===== src/rtl/core/bkp_pkg.sv =====
// ----------------------------------------------------------------------------
// bkp_pkg
// Shared types and constants for the depth pixel back-projection block.
// ----------------------------------------------------------------------------
package bkp_pkg;

  localparam int unsigned CfgWidth    = 16;
  localparam int unsigned StepWidth   = 4;
  localparam int unsigned ColorWidth  = 8;
  localparam int unsigned OutWidth    = 32;
  localparam int unsigned ZWidth      = 16;
  localparam int unsigned SubpixBits  = 4;
  localparam int unsigned CfgIdxWidth = 3;

  localparam logic [OutWidth-1:0] SatMax = 32'h7fff_ffff;
  localparam logic [OutWidth-1:0] SatMin = 32'h8000_0000;

  typedef enum logic [CfgIdxWidth-1:0] {
    CFG_FOCAL_X   = 3'd0,
    CFG_FOCAL_Y   = 3'd1,
    CFG_CENTER_X  = 3'd2,
    CFG_CENTER_Y  = 3'd3,
    CFG_MIN_DEPTH = 3'd4,
    CFG_MAX_DEPTH = 3'd5,
    CFG_STEP      = 3'd6
  } cfg_idx_e;

  typedef struct packed {
    logic [CfgWidth-1:0]  focal_x;
    logic [CfgWidth-1:0]  focal_y;
    logic [CfgWidth-1:0]  center_x;
    logic [CfgWidth-1:0]  center_y;
    logic [CfgWidth-1:0]  min_depth;
    logic [CfgWidth-1:0]  max_depth;
    logic [StepWidth-1:0] step;
  } cfg_t;

  localparam cfg_t CfgReset = '{
    focal_x:   16'd8400,
    focal_y:   16'd8400,
    center_x:  16'd5112,
    center_y:  16'd3832,
    min_depth: 16'd10,
    max_depth: 16'd8000,
    step:      4'd2
  };

  typedef struct packed {
    logic [ColorWidth-1:0] red;
    logic [ColorWidth-1:0] green;
    logic [ColorWidth-1:0] blue;
  } color_t;

  // Per-transaction control that travels down the pipeline.
  typedef struct packed {
    logic valid;
    logic depth_ok;
    logic grid_ok;
    logic neg_x;
    logic neg_y;
    logic nz_x;
    logic nz_y;
  } ctrl_t;

endpackage


===== src/rtl/core/bkp_lane.sv =====
// ----------------------------------------------------------------------------
// bkp_lane
// One registered restoring division step: brings down the next dividend bit,
// subtracts the divisor when it fits and shifts the quotient bit in.
// ----------------------------------------------------------------------------
module bkp_lane #(
  parameter int unsigned WW = 32,
  parameter int unsigned RW = 16
) (
  input  logic          clk_i,
  input  logic          en_i,
  input  logic [RW-1:0] div_i,
  input  logic [RW-1:0] rem_i,
  input  logic [WW-1:0] work_i,
  output logic [RW-1:0] rem_o,
  output logic [WW-1:0] work_o
);

  logic [RW:0]   trial, diff;
  logic          ge;
  logic [RW-1:0] rem_q;
  logic [WW-1:0] work_q;

  // The work word holds the remaining dividend bits on top and the quotient
  // bits collected so far at the bottom.
  assign trial = {rem_i, work_i[WW-1]};
  assign diff  = trial - {1'b0, div_i};
  assign ge    = trial >= {1'b0, div_i};

  always_ff @(posedge clk_i) begin
    if (en_i) begin
      rem_q  <= ge ? diff[RW-1:0] : trial[RW-1:0];
      work_q <= {work_i[WW-2:0], ge};
    end
  end

  assign rem_o  = rem_q;
  assign work_o = work_q;

endmodule


===== src/rtl/core/bkp_cell.sv =====
// ----------------------------------------------------------------------------
// bkp_cell
// One cell of the projection chain: a quotient bit for each axis, a bit of
// the subsampling remainder for row and column in the early cells, and the
// transaction's side data.
// ----------------------------------------------------------------------------
module bkp_cell import bkp_pkg::*; #(
  parameter int unsigned COORD_BITS = 12,
  parameter int unsigned DEPTH_BITS = 16,
  parameter int unsigned IDX        = 0,
  localparam int unsigned DiffBits =
    (COORD_BITS + SubpixBits > CfgWidth) ? COORD_BITS + SubpixBits : CfgWidth,
  localparam int unsigned ProdBits = DiffBits + DEPTH_BITS
) (
  input  logic                  clk_i,
  input  logic                  rst_ni,
  input  logic                  en_i,
  input  logic [CfgWidth-1:0]   focal_x_i,
  input  logic [CfgWidth-1:0]   focal_y_i,
  input  logic [StepWidth-1:0]  step_i,
  input  ctrl_t                 ctrl_i,
  input  logic [CfgWidth-1:0]   rem_x_i,
  input  logic [ProdBits-1:0]   work_x_i,
  input  logic [CfgWidth-1:0]   rem_y_i,
  input  logic [ProdBits-1:0]   work_y_i,
  input  logic [StepWidth-1:0]  row_rem_i,
  input  logic [COORD_BITS-1:0] row_work_i,
  input  logic [StepWidth-1:0]  col_rem_i,
  input  logic [COORD_BITS-1:0] col_work_i,
  input  logic [DEPTH_BITS-1:0] depth_i,
  input  color_t                color_i,
  output ctrl_t                 ctrl_o,
  output logic [CfgWidth-1:0]   rem_x_o,
  output logic [ProdBits-1:0]   work_x_o,
  output logic [CfgWidth-1:0]   rem_y_o,
  output logic [ProdBits-1:0]   work_y_o,
  output logic [StepWidth-1:0]  row_rem_o,
  output logic [COORD_BITS-1:0] row_work_o,
  output logic [StepWidth-1:0]  col_rem_o,
  output logic [COORD_BITS-1:0] col_work_o,
  output logic [DEPTH_BITS-1:0] depth_o,
  output color_t                color_o
);

  ctrl_t                 ctrl_d, ctrl_q;
  logic [DEPTH_BITS-1:0] depth_q;
  color_t                color_q;

  bkp_lane #(.WW(ProdBits), .RW(CfgWidth)) u_lane_x (
    .clk_i  (clk_i),
    .en_i   (en_i),
    .div_i  (focal_x_i),
    .rem_i  (rem_x_i),
    .work_i (work_x_i),
    .rem_o  (rem_x_o),
    .work_o (work_x_o)
  );

  bkp_lane #(.WW(ProdBits), .RW(CfgWidth)) u_lane_y (
    .clk_i  (clk_i),
    .en_i   (en_i),
    .div_i  (focal_y_i),
    .rem_i  (rem_y_i),
    .work_i (work_y_i),
    .rem_o  (rem_y_o),
    .work_o (work_y_o)
  );

  if (IDX < COORD_BITS) begin : g_grid
    bkp_lane #(.WW(COORD_BITS), .RW(StepWidth)) u_lane_row (
      .clk_i  (clk_i),
      .en_i   (en_i),
      .div_i  (step_i),
      .rem_i  (row_rem_i),
      .work_i (row_work_i),
      .rem_o  (row_rem_o),
      .work_o (row_work_o)
    );
    bkp_lane #(.WW(COORD_BITS), .RW(StepWidth)) u_lane_col (
      .clk_i  (clk_i),
      .en_i   (en_i),
      .div_i  (step_i),
      .rem_i  (col_rem_i),
      .work_i (col_work_i),
      .rem_o  (col_rem_o),
      .work_o (col_work_o)
    );
  end else begin : g_no_grid
    assign row_rem_o  = '0;
    assign row_work_o = '0;
    assign col_rem_o  = '0;
    assign col_work_o = '0;
  end

  // The cell right after the last remainder step turns both remainders into
  // the subsampling verdict.
  always_comb begin
    ctrl_d = ctrl_i;
    if (IDX == COORD_BITS) begin
      ctrl_d.grid_ok = (row_rem_i == '0) && (col_rem_i == '0);
    end
  end

  always_ff @(posedge clk_i or negedge rst_ni) begin
    if (!rst_ni) begin
      ctrl_q <= '0;
    end else if (en_i) begin
      ctrl_q <= ctrl_d;
    end
  end

  always_ff @(posedge clk_i) begin
    if (en_i) begin
      depth_q <= depth_i;
      color_q <= color_i;
    end
  end

  assign ctrl_o  = ctrl_q;
  assign depth_o = depth_q;
  assign color_o = color_q;

endmodule


===== config.mk =====
export PLATFORM = sky130hd
export DESIGN_NAME = bkp_cell
export DESIGN_NICKNAME = d
export VERILOG_FILES = /design/src/rtl/core/bkp_pkg.sv /design/src/rtl/core/bkp_lane.sv /design/src/rtl/core/bkp_cell.sv
export SDC_FILE = /design/constraint.sdc
export NUM_CORES = 1
export LEC_CHECK = 0
export BUFFER_PORTS_ARGS = -buffer_cell sky130_fd_sc_hd__buf_2
export CAP_MARGIN = 30
export CORE_AREA = 2 2 149 151
export CTS_BUF_LIST = sky130_fd_sc_hd__clkbuf_8
export DETAILED_ROUTE_END_ITERATION = 16
export DIE_AREA = 0 0 151 153
export PLACE_DENSITY = 0.7
export REMOVE_ABC_BUFFERS = 1
export SLEW_MARGIN = 10
export SYNTH_ARGS = -nofsm -noshare
export SYNTH_HDL_FRONTEND = slang
export SYNTH_SLANG_ARGS = --single-unit

===== constraint.sdc =====
create_clock -name clk_i -period 0.9 [get_ports clk_i]
set_input_delay 0 -clock clk_i [delete_from_list [all_inputs] [get_ports clk_i]]
set_output_delay 0 -clock clk_i [all_outputs]
set_load 0.01 [all_outputs]

; ---- Yosys cells after proc, flatten, opt, wreduce, memory -nomap -nowiden
; Index checks and enable logic that the tools add are counted.
[totals]
out_inout_bits = 175
inputBits = 214
register_bits = 175
elab_cells = 31
[classes]
n_lt_le_gt_ge = 4
n_addsub = 4
mux = 4
[ops]
columns = op, count
row1 = $ge A17 B16 Y1, 2
row2 = $mux W16, 2
row3 = $sub A16 B16 Y16, 2
row4 = $ge A5 B4 Y1, 2
row5 = $mux W4, 2
row6 = $sub A4 B4 Y4, 2

; ---- Logic depth before layout (Yosys ltp)
; Gate-level depths: netlist of the first run.
[logic_depth]
ltp_word = 2
ltp_mapped = 10
mapped_depth_nobuf = 9

; ---- Cells and area by module
; From an unflattened synthesis of the first run, not the netlist that was laid out.
[unflattened]
cells_unflattened = 554
hier_area_um2 = 8050.2
[modules_own_cells]
columns = mod, seq_area_each_um2, instances, area_per_inst_um2, cells_each
row1 = bkp_lane (u_lane_x), 1441.4, 1, 2595.0, 208
row2 = bkp_lane (u_lane_y), 1441.4, 1, 2586.2, 203
row3 = bkp_cell, 1376.3, 1, 1492.7, 55
row4 = bkp_lane (g_grid.u_lane_col ...), 480.5, 2, 688.2, 44

; ---- Worst setup path after synthesis of the first run
; Ideal clock, no wire load.
[synth_path]
path_type = input port to flip-flop
from = input focal_y_i[10]
to = register u_lane_y.rem_q[10] (netlist: u_lane_y.rem_o[10]) (data pin)
path_buffers = 2
path_stages = 10
required_time_ns = 0.640
setup_slack_ns = -1.536
t_arrival_ns = 2.176
setup_ns = 0.260
cell_sequence = inv_1 -> ha_1 -> buf_6 -> a211o_1 -> a21oi_2 -> and2b_1 -> a311oi_2 -> a2111oi_4 -> buf_6 -> mux2_4
[synth_between]
elab_chain_cells = 2
elab_cells_between_ends = 3
classes_between = add/sub (1) / order compare (1) / mux (1)
[synth_lines]
columns = item, line
row1 = start: declaration, bkp_cell.sv:19  ; input logic [CfgWidth-1:0] focal_y_i,
row2 = $sub A16 B16 Y16 / $ge A17 B16 Y1 (equally long branches), "bkp_lane.sv:27, bkp_lane.sv:28"
row3 = $mux W16 (*), bkp_lane.sv:32  ; rem_q <= ge ? diff[RW-1:0] : trial[RW-1:0];
row4 = end signal: assignment, bkp_lane.sv:32
row5 = end: declaration, bkp_lane.sv:21  ; logic [RW-1:0] rem_q;
; Mark *: on every way between the ends. The rest lies on a longest branch, timed or not.
; A chain may end at the register's enable or synchronous reset.

; ---- Worst setup path after layout of the first run
[layout_path]
from = input rem_y_i[9]
to = register u_lane_y.rem_q[5] (netlist: u_lane_y.rem_o[5]) (data pin)
[layout_between]
elab_chain_cells = 2
[layout_lines]
columns = item, line
row1 = start: declaration, bkp_cell.sv:24  ; input logic [CfgWidth-1:0] rem_y_i,
row2 = $ge A17 B16 Y1, bkp_lane.sv:28  ; assign ge = trial >= {1'b0, div_i};
row3 = $mux W16, bkp_lane.sv:32
; No other way between the ends.

==> flow_metrics.tcl, run 1 <==
set metrics [dict create \
    ys_seq_elements 175 \
    first_iter_violations 424 \
    synth-xor-area-share_pct 2.287 \
    end_kind "flip-flop" \
    die_h_um 153 \
    ys.flop_type "edfxtp_1" \
    synth_edf_count 168 \
    route.vias.total 7835 \
    period_share_pct 199.2 \
    syn_to_final_growth_pct 84.23 \
    grt_setup_unrepaired "yes" \
    cts_buffers 17 \
    reg2reg_depth 2 \
    antenna_found_initial 7 \
    drc 0 \
    rr_endpoint "ctrl_o[0]" \
    synth.most_common_cell "edfxtp_1" \
    final_nets 1559 \
    clk_pin_slew_ps 110 \
    yosysTopAreaCellShare_pct 62.72 \
    critical_path_class "in2reg" \
    maxCapViolCount 0 \
    ys_warn_count 0 \
    outcome "finished with violations" \
    grt_usage_pct 25.70 \
    violations "setup timing" \
    rr_startpoint "ctrl_o[0]" \
    cts_tree "built" \
    setup_ws_ps -892.9 \
    io_pins 389 \
    worstHoldStart "rem_y_i[0]" \
    finalWirelength_um 31410 \
    syn-instance-count 561 \
    final_max_slew_viol_count 0 \
    total_power_w 0.02259 \
    yosys-top-cells-area "edfxtp_1, ha_1, mux2_2" \
    initial_utilization_pct 37.44 \
    min_path_cells 4 \
    vias_per_cell 4.903 \
    path_max_fanout 8 \
    layout-drive-gt1-share_pct 55.02 \
    grt_pass1_wl_um 44570 \
    core_area_sq_um 21490 \
    grt_pass1_vias 8283 \
    hold_path_end "u_lane_y.rem_o[1]" \
    finalNonFillerCells 1598 \
    io_buffers 388 \
    tightestPinTransition_ps 429.6 \
    cts_num_sinks 175 \
    wl_per_cell_um 19.66 \
    grt_max_degree 43 \
    clockRootBuffer "clkbuf_8" \
    crit_required_ps 1110 \
    fin_worst_skew_ps 0 \
    ir_drop_v 0.0009599 \
    synth_mux_area_share_pct 6.735 \
    p_per_area_nw_per_um2 1525 \
    synth_top_area_cell "edfxtp_1" \
    synth.distinct_cells 60 \
    hold_viol_final 0 \
    synth_fa_ha_area_share_pct 7.217 \
    synthArstFlopShare_pct 4.000 \
    crit_path_start_kind "primary input" \
    synth_top_family_by_area "compound AO/OA/AOI/OAI gates" \
    ant_nets 0 \
    synth_compound_area_share_pct 8.306 \
    die_w_um 151 \
    syn-cell-area_sq_um 8044 \
    dieArea_sq_um 23100 \
    max_freq_ghz 0.5578 \
    synth_commonest_cells "edfxtp_1, inv_1, ha_1" \
    syn_area_per_cell_sq_um 14.34 \
    finalSetupViolations 339 \
    r2r_slack_ps -10 \
    slew_headroom_pct 71.11 \
    leakage_nw 6.710 \
    drtPass1Iterations 5 \
    yosys.area_share.simple_pct 6.937 \
    cts.path.max_buffers 2 \
    hp-class "in2reg" \
    period_needed_ps 1793 \
    ys_seq_area_share_pct 64.89 \
    overflow 0 \
    clk_latency_ps 460 \
    crit_arrival_ps 2010 \
    whs_ps 49.59 \
    setup_tns_ps -56760 \
    gp_congestion 0.8858 \
    dpl.cell_count 1354 \
    h-tree-depth 4 \
    fp-row-count 54 \
    dp_hpwl_um 20360 \
]
==> critical path: stages <==
cell and delay, ps:
buf_6 100, ha_4 240, a211o_1 290, a21oi_2 120
and2b_2 200, a311oi_4 110, a2111oi_4 400, buf_6 220
mux2_4 320
==> placed cells by master, fill, tap and decap left out, types with 17 or more instances in the layout <==
| cell type | n |
|---|---|
| mux2_4 | 31 |
| dlygate4sd3_1 | 173 |
| buf_4 | 148 |
| buf_2 | 356 |
| ha_4 | 21 |
| buf_6 | 44 |
| nand2_1 | 17 |
| edfxtp_1 | 168 |
| nor2_1 | 25 |
| ha_1 | 18 |
| inv_1 | 45 |
| clkbuf_8 | 17 |
==> final cells by class <==
| cell class | instances | area (sq um) |
|---|---|---|
| timing repair buffer | 732 | 5320 |
| multi-input combinational | 316 | 3241 |
| tap | 280 | 350.3 |
| inverter | 59 | 239.0 |
| clock buffer | 17 | 234.0 |
| clock inverter | 15 | 205.2 |
| sequential | 175 | 5220 |
| antenna | 4 | 10.01 |
| fill | 1420 | 6666 |
==> cells by family (layout without fill, tap and decap cells) <==
| kind of cell | Yosys count | in the layout |
|---|---|---|
| buffers and inverters | 70 | 823 |
| and+or+nand+nor | 110 | 110 |
| xor gates and xnor gates | 21 | 21 |
| adders and majority gates | 44 | 44 |
| DFF | 175 | 175 |
| AOI/OAI and AO/OA | 94 | 94 |
| other | 0 | 4 |
| muxes | 47 | 47 |
==> worst max path at each step <==
stage | from | to | slack, ps
floorplan | focal_y_i[10] | u_lane_y.rem_o[15] | -1790
global placement | focal_y_i[10] | u_lane_y.rem_o[2] | -1440
detailed placement | focal_y_i[10] | u_lane_y.rem_o[5] | -1500
CTS | rem_y_i[5] | u_lane_y.rem_o[5] | -800
global route | focal_y_i[8] | u_lane_y.rem_o[5] | -910
finish | rem_y_i[9] | u_lane_y.rem_o[5] | -890
==> registers in the layout (all words and copies together), names as in the netlist <==
register	count
g_grid.u_lane_row.work_o	12
u_lane_y.work_o	32
ctrl_o	7
g_grid.u_lane_row.rem_o	4
u_lane_y.rem_o	16
g_grid.u_lane_col.work_o	12
u_lane_x.rem_o	16
u_lane_x.work_o	32
g_grid.u_lane_col.rem_o	4
color_o	24
depth_o	16
==> per-layer routing <==
metal / share of wire [%] / vias up / global-route usage, %
met4: 4.4 / 4 / 11.48
met3: 7.1 / 101 / 7.731
met1: 36 / 3792 / 27.53
met2: 53 / 362 / 46.17
li1: - / 3576 / -
met5: 0.070 / - / 0
==> metrics by stage <==
stage               worst slack, ps  instance area, sq um  utilization, %
floorplan                     -1794                  7974               -
global placement              -1443                 11380           52.97
detailed placement            -1501                 11380           52.97
CTS                          -804.9                 14470           67.35
global route                 -911.5                 14820           68.96
finish                       -892.9                 14820           68.97
==> power breakdown <==
group          switching [W]  total [W]  internal [W]  leakage, nW
Clock                0.00352    0.00572       0.00220        0.212
Sequential          0.000241     0.0101       0.00986         1.73
Combinational        0.00309    0.00677       0.00368         4.77
==> timing repair <==
item	in CTS	in global routing
hold buffers	173	1
pin swaps	42	25
endpoints found under the hold margin	186	15
buffers inserted	32	12
setup endpoints to repair	219	339
gates resized for setup	144	78
Power figures use the tool's default switching activity.
==> run 2: changes to the inputs <==
- CAP_MARGIN: 30 -> not set
- SYNTH_HIERARCHICAL: not set -> 1
==> run 2 against run 1 <==
The flow finishes with violations (hold timing, setup timing). Clock power grew 2%. Utilization grew 0.52 points. Clock skew is the same. Fmax grew 4.5%. Hold slack lost 210 ps. First-iteration DRC count shrank 9.7%. Register-to-register slack lost 50 ps. Non-clock buffer count grew 3. Die area is the same. Via count shrank 1.1%. Global-route usage shrank 1.5 points. Synthesized area is essentially flat. Critical endpoint is now u_lane_y/rem_o[14]. Largest cell class unchanged.
==> flow_metrics.tcl, run 2 <==
set metrics [dict create \
    outcome "finished with violations" \
    violations "hold timing, setup timing" \
    synth_top_area_cell "edfxtp_1" \
    io_buffers 388 \
    layout_common_cells "buf_2, edfxtp_1, dlygate4sd3_1" \
    cts_tree "built" \
    critical-path-top-delay-family "simple AND/OR/NAND/NOR gates" \
    layout_commonest_cell "buf_2" \
    gp_congestion 0.8570 \
    maxCapViolCount 0 \
    route.vias.total 7750 \
    clk_latency_ps 460 \
    leakage_nw 6.714 \
    initial_utilization_pct 37.47 \
    antenna_cells 0 \
    synth_edf_count 168 \
    wl_per_cell_um 19.06 \
    ys.flop_type "edfxtp_1" \
    fin_worst_skew_ps 0 \
    critical_path_class "in2reg" \
    syn-cell-area_sq_um 8050 \
    drtPass1Iterations 5 \
    period_needed_ps 1716 \
    grt_usage_pct 24.15 \
    cp_common_cell "buf_6" \
    slew_headroom_pct 62.30 \
    critPathBufInv 4 \
    finalWirelength_um 30350 \
    synth_commonest_cells "edfxtp_1, inv_1, ha_1" \
    die_w_um 151 \
    ant_nets 0 \
    dieArea_sq_um 23100 \
    hp-class "in2reg" \
    fp-row-count 54 \
    syn-instance-count 554 \
    grt_pass1_wl_um 42540 \
    die_h_um 153 \
    syn_area_per_cell_sq_um 14.53 \
    crit_required_ps 1120 \
    final_max_slew_viol_count 0 \
    finalSetupViolations 212 \
    cts.path.max_buffers 2 \
    crit_arrival_ps 1940 \
    slowest_delay_ps 480 \
    setup_ws_ps -816.1 \
    syn_to_final_growth_pct 85.48 \
    path_max_fanout 6 \
    dp_hpwl_um 18840 \
    ir_drop_v 0.0009059 \
    core_area_sq_um 21490 \
    synth.distinct_cells 61 \
    cp_slowest_cell "or4_4" \
    overflow 0 \
    grt_max_degree 53 \
    synth.most_common_cell "edfxtp_1" \
    clockRootBuffer "clkbuf_8" \
    tightestPinTransition_ps 561.7 \
    synthArstFlopShare_pct 4.000 \
    layout-drive-gt1-share_pct 56.63 \
    cts_num_sinks 175 \
    ys_seq_area_share_pct 64.84 \
    antenna_found_initial 1 \
    io_pins 389 \
    crit_path_start_kind "primary input" \
    end_kind "flip-flop" \
    max_freq_ghz 0.5827 \
    final_nets 1557 \
    ys_warn_count 6 \
    vias_per_cell 4.868 \
    grt_setup_unrepaired "yes" \
    dpl.cell_count 1344 \
    yosysTopAreaCellShare_pct 62.67 \
    whs_ps -163.2 \
    grt_pass1_vias 8204 \
    crit_chain "buf_6 > ha_4 > buf_6 > nand4_1 > or4_4 > o211ai_4 > a31oi_4 > buf_4 > buf_12 > mux2_4" \
    hold_viol_final 1 \
    h-tree-depth 4 \
    drc 0 \
    first_iter_violations 383 \
    p_per_area_nw_per_um2 1511 \
    period_share_pct 190.7 \
    setup_tns_ps -40210 \
    ys_seq_elements 175 \
    cts_buffers 17 \
    r2r_slack_ps -60 \
    yosys-top-cells-area "edfxtp_1, ha_1, mux2_4" \
    finalNonFillerCells 1592 \
    clk_pin_slew_ps 120 \
]
## run 2: worst paths after layout
check                             startpoint            endpoint  depth (start not counted)
worst max-delay path              rem_y_i[7]  u_lane_y/rem_o[14]                         10
worst min-delay path            work_x_i[31]   u_lane_x/rem_o[0]                          3
worst max register to register     ctrl_o[2]           ctrl_o[2]                          2
worst min register to register     ctrl_o[0]           ctrl_o[0]                          1
max in group asynchronous             rst_ni           ctrl_o[4]                          3
min in group asynchronous             rst_ni           ctrl_o[3]                          3
## run 2: through the flow
| stage | utilization (%) | hold slack, ps | area (sq um) | power, W | setup slack [ps] |
|---|---|---|---|---|---|
| after CTS | 66.89 | -197.0 | 14370 | 0.02205 | -682.9 |
| after detailed placement | 52.61 | -164.0 | 11300 | 0.01492 | -1453 |
| after global routing | 69.50 | -164.6 | 14930 | 0.02350 | -828.3 |
| after floorplan | - | -295.6 | 7984 | 0.01239 | -1390 |
| final | 69.50 | -163.2 | 14930 | 0.02256 | -816.1 |
| after global placement | 52.61 | -166.3 | 11300 | 0.01481 | -1355 |
## run 2: power breakdown
group	switching, W	leakage (nW)	internal, W	total, W
Sequential	0.000238	1.73	0.00985	0.0101
Combinational	0.00300	4.78	0.00362	0.00662
Clock	0.00366	0.212	0.00219	0.00585
## run 2: layout make-up
cell class / count / area [sq um]
Clock inverter: 15 / 205.2
Clock buffer: 17 / 234.0
Tap cell: 280 / 350.3
Fill cell: 1420 / 6554
Sequential cell: 175 / 5220
Multi-Input combinational cell: 315 / 3251
Timing Repair Buffer: 735 / 5443
Inverter: 55 / 229.0
## run 2: worst min-delay path: cells and delay by family
| family | cells | cell delay (ps) |
|---|---|---|
| compound gates | 1 | 60 |
| buf+inv | 1 | 70 |
| simple gates | 1 | 70 |
## run 2: per-layer routing
layer / up-vias / GRT usage [%] / share of wire, %
met2: 335 / 44.35 / 53
met3: 87 / 5.970 / 6.5
met1: 3751 / 25.71 / 37
met4: 2 / 11.13 / 4.0
li1: 3575 / - / -
met5: - / 0 / 0.043
## run 2: cells by family (layout without fill, tap and decap cells)
| family | after synthesis | count (layout) | synth area share, % |
|---|---|---|---|
| adders and majority gates | 44 | 44 | 7.212 |
| and+or+nand+nor | 102 | 102 | 6.497 |
| DFF | 175 | 175 | 64.84 |
| buffers and inverters | 64 | 822 | 3.419 |
| xor gates and xnor gates | 19 | 19 | 2.067 |
| muxes | 35 | 35 | 5.766 |
| AOI/OAI and AO/OA | 115 | 115 | 10.20 |
## run 2: repair_timing
action | CTS | global route
hold buffers | 166 | 2
endpoints found under the hold margin | 181 | 2
gates resized for setup | 165 | 67
cloned | 1 | 2
setup buffers | 22 | 28
pin swaps | 62 | 25
setup endpoints to repair | 210 | 291
==> run 3: changes to the inputs <==
- clock period: 0.9 -> 1.75 ns (I/O delays scaled with it)
==> run 3 against run 2 <==
The flow finishes with violations (setup timing). Sequential cell count unchanged. Setup slack better by 810 ps. Critical path depth shrank 4. Clock power is 49% lower. Cell count shrank 3.6%. Combinational power is 58% lower. Count of clock-buffer cells in the layout unchanged. Hold slack better by 210 ps. Critical path type unchanged. Largest cell class is now registers.
==> flow_metrics.tcl, run 3 (synthesized netlist as in run 2, its figures left out) <==
set metrics [dict create \
    critical_path_class "in2reg" \
    power_frac_comb_pct 25.4 \
    gp_congestion 0.8662 \
    maxCapViolCount 0 \
    slew_headroom_pct 51.32 \
    fp-row-count 54 \
    cts_tree "built" \
    violations "setup timing" \
    switchingPower_w 0.003296 \
    crit_required_ps 1970 \
    slowest_delay_ps 590 \
    hold_viol_final 0 \
    fillers 1629 \
    dp_hpwl_um 18860 \
    tightestPinTransition_ps 722.6 \
    layout_commonest_cell "buf_2" \
    crit_arrival_ps 1970 \
    die_w_um 151 \
    grt_max_degree 52 \
    dieArea_sq_um 23100 \
    cp_slowest_cell "dlygate4sd3_1" \
    hp-class "in2reg" \
    clk_pin_slew_ps 110 \
    wl_met1_um 10460 \
    route.vias.total 7290 \
    end_kind "flip-flop" \
    fin_worst_skew_ps 0 \
    whs_ps 43.45 \
    ir_drop_v 0.0005049 \
    internal-power_w 0.007663 \
    finalWirelength_um 26920 \
    vias_per_cell 4.752 \
    antenna_cells 0 \
    final_nets 1499 \
    layout-drive-gt1-share_pct 47.21 \
    crit_path_start_kind "primary input" \
    io_pins 389 \
    path_max_fanout 6 \
    wl_per_cell_um 17.55 \
    period_needed_ps 1752 \
    outcome "finished with violations" \
    crit_chain "dlygate4sd3_1 > ha_4 > a211o_1 > a31oi_4 > clkbuf_16 > mux2_4" \
    cts.path.max_buffers 2 \
    die_h_um 153 \
    clk_latency_ps 450 \
    h-tree-depth 4 \
    setup_tns_ps -2.690 \
    layout_common_cells "buf_2, dlygate4sd3_1, edfxtp_1" \
    drtPass1Iterations 5 \
    grt_usage_pct 22.43 \
    leakage_nw 6.213 \
    initial_utilization_pct 37.47 \
    grt_pass1_wl_um 39640 \
    period_share_pct 100.1 \
    drc 0 \
    grt_pass1_vias 7574 \
    core_area_sq_um 21490 \
    p_per_area_nw_per_um2 812.1 \
    first_iter_violations 411 \
    route.met3.wl_um 1942 \
    setup_ws_ps -1.688 \
    final_max_slew_viol_count 0 \
    p_sw_share_pct 30.08 \
    io_buffers 388 \
    wl_met2_um 13720 \
    overflow 0 \
    cts_num_sinks 175 \
    seq_power_share_pct 47.2 \
    finalSetupViolations 2 \
    top_layer_used "met5" \
    ant_nets 0 \
    clockRootBuffer "clkbuf_8" \
    cts_buffers 17 \
    antenna_found_initial 1 \
    clkPwrFrac_pct 27.4 \
    syn_to_final_growth_pct 67.64 \
    max_freq_ghz 0.5709 \
]
[run 3: final timing paths]
check                           slack [ps]  cells after the start   startpoint                          to
worst min register to register         530                      1    ctrl_o[4]                   ctrl_o[4]
min in group asynchronous              540                      3       rst_ni                   ctrl_o[4]
worst max register to register         940                      1    ctrl_o[6]                   ctrl_o[6]
worst max-delay path                    -2                      6  rem_y_i[14]           u_lane_y/rem_o[8]
max in group asynchronous              930                      3       rst_ni                   ctrl_o[5]
worst min-delay path                    40                      3    step_i[0]  g_grid.u_lane_col/rem_o[0]
[run 3: area by class of cell]
class	instances	area (sq um)	share of cell area, %
clock buffers	17	234.0	1.734
clock inverters	15	210.2	1.558
inverters	55	209.0	1.548
multi-input cells	315	2650	19.64
flip-flops and latches	175	5220	38.68
well taps	280	350.3	2.596
repair buffers	677	4622	34.25
[run 3: what timing repair did]
action | CTS | global route
pin swaps | 0 | 12
cloned | 0 | 1
hold buffers | 177 | 0
hold endpoints to repair | 206 | 0
buffers inserted | 0 | 5
endpoints found under the setup margin | 1 | 22
resized for setup | 1 | 16
[run 3: power by group through the flow]
stage / Sequential, W / Combinational [W] / Clock [W]
floorplan: 0.00550 / 0.000872 / 0
global placement: 0.00525 / 0.00232 / 0
detailed placement: 0.00527 / 0.00236 / 0
CTS: 0.00517 / 0.00269 / 0.00309
global route: 0.00521 / 0.00299 / 0.00324
finish: 0.00518 / 0.00278 / 0.00300
[run 3: critical path: cells and delay by family]
family | cells | cell delay [ps]
buffers and inverters | 2 | 810
AOI/OAI and AO/OA | 2 | 630
muxes | 1 | 290
adders and majority gates | 1 | 230
[run 3: per-layer routing]
| metal | vias up | track usage (%) |
|---|---|---|
| met4 | 2 | 8.278 |
| met2 | 309 | 39.96 |
| met5 | - | 0 |
| met3 | 45 | 4.985 |
| met1 | 3480 | 26.24 |
| li1 | 3454 | - |
[run 3: metrics by stage]
step	cells	area, sq um	utilization, %	total power (W)	worst slack, ps
5_1_grt	1534	13500	62.81	0.01145	-13.25
2_1_floorplan	545	7984	-	0.006369	-540.1
6_report	1534	13500	62.81	0.01096	-1.688
4_1_cts	1530	13350	62.13	0.01095	19.28
3_5_place_dp	1321	11130	51.81	0.007628	-527.2
3_3_place_gp	1321	11130	51.81	0.007564	-499.5
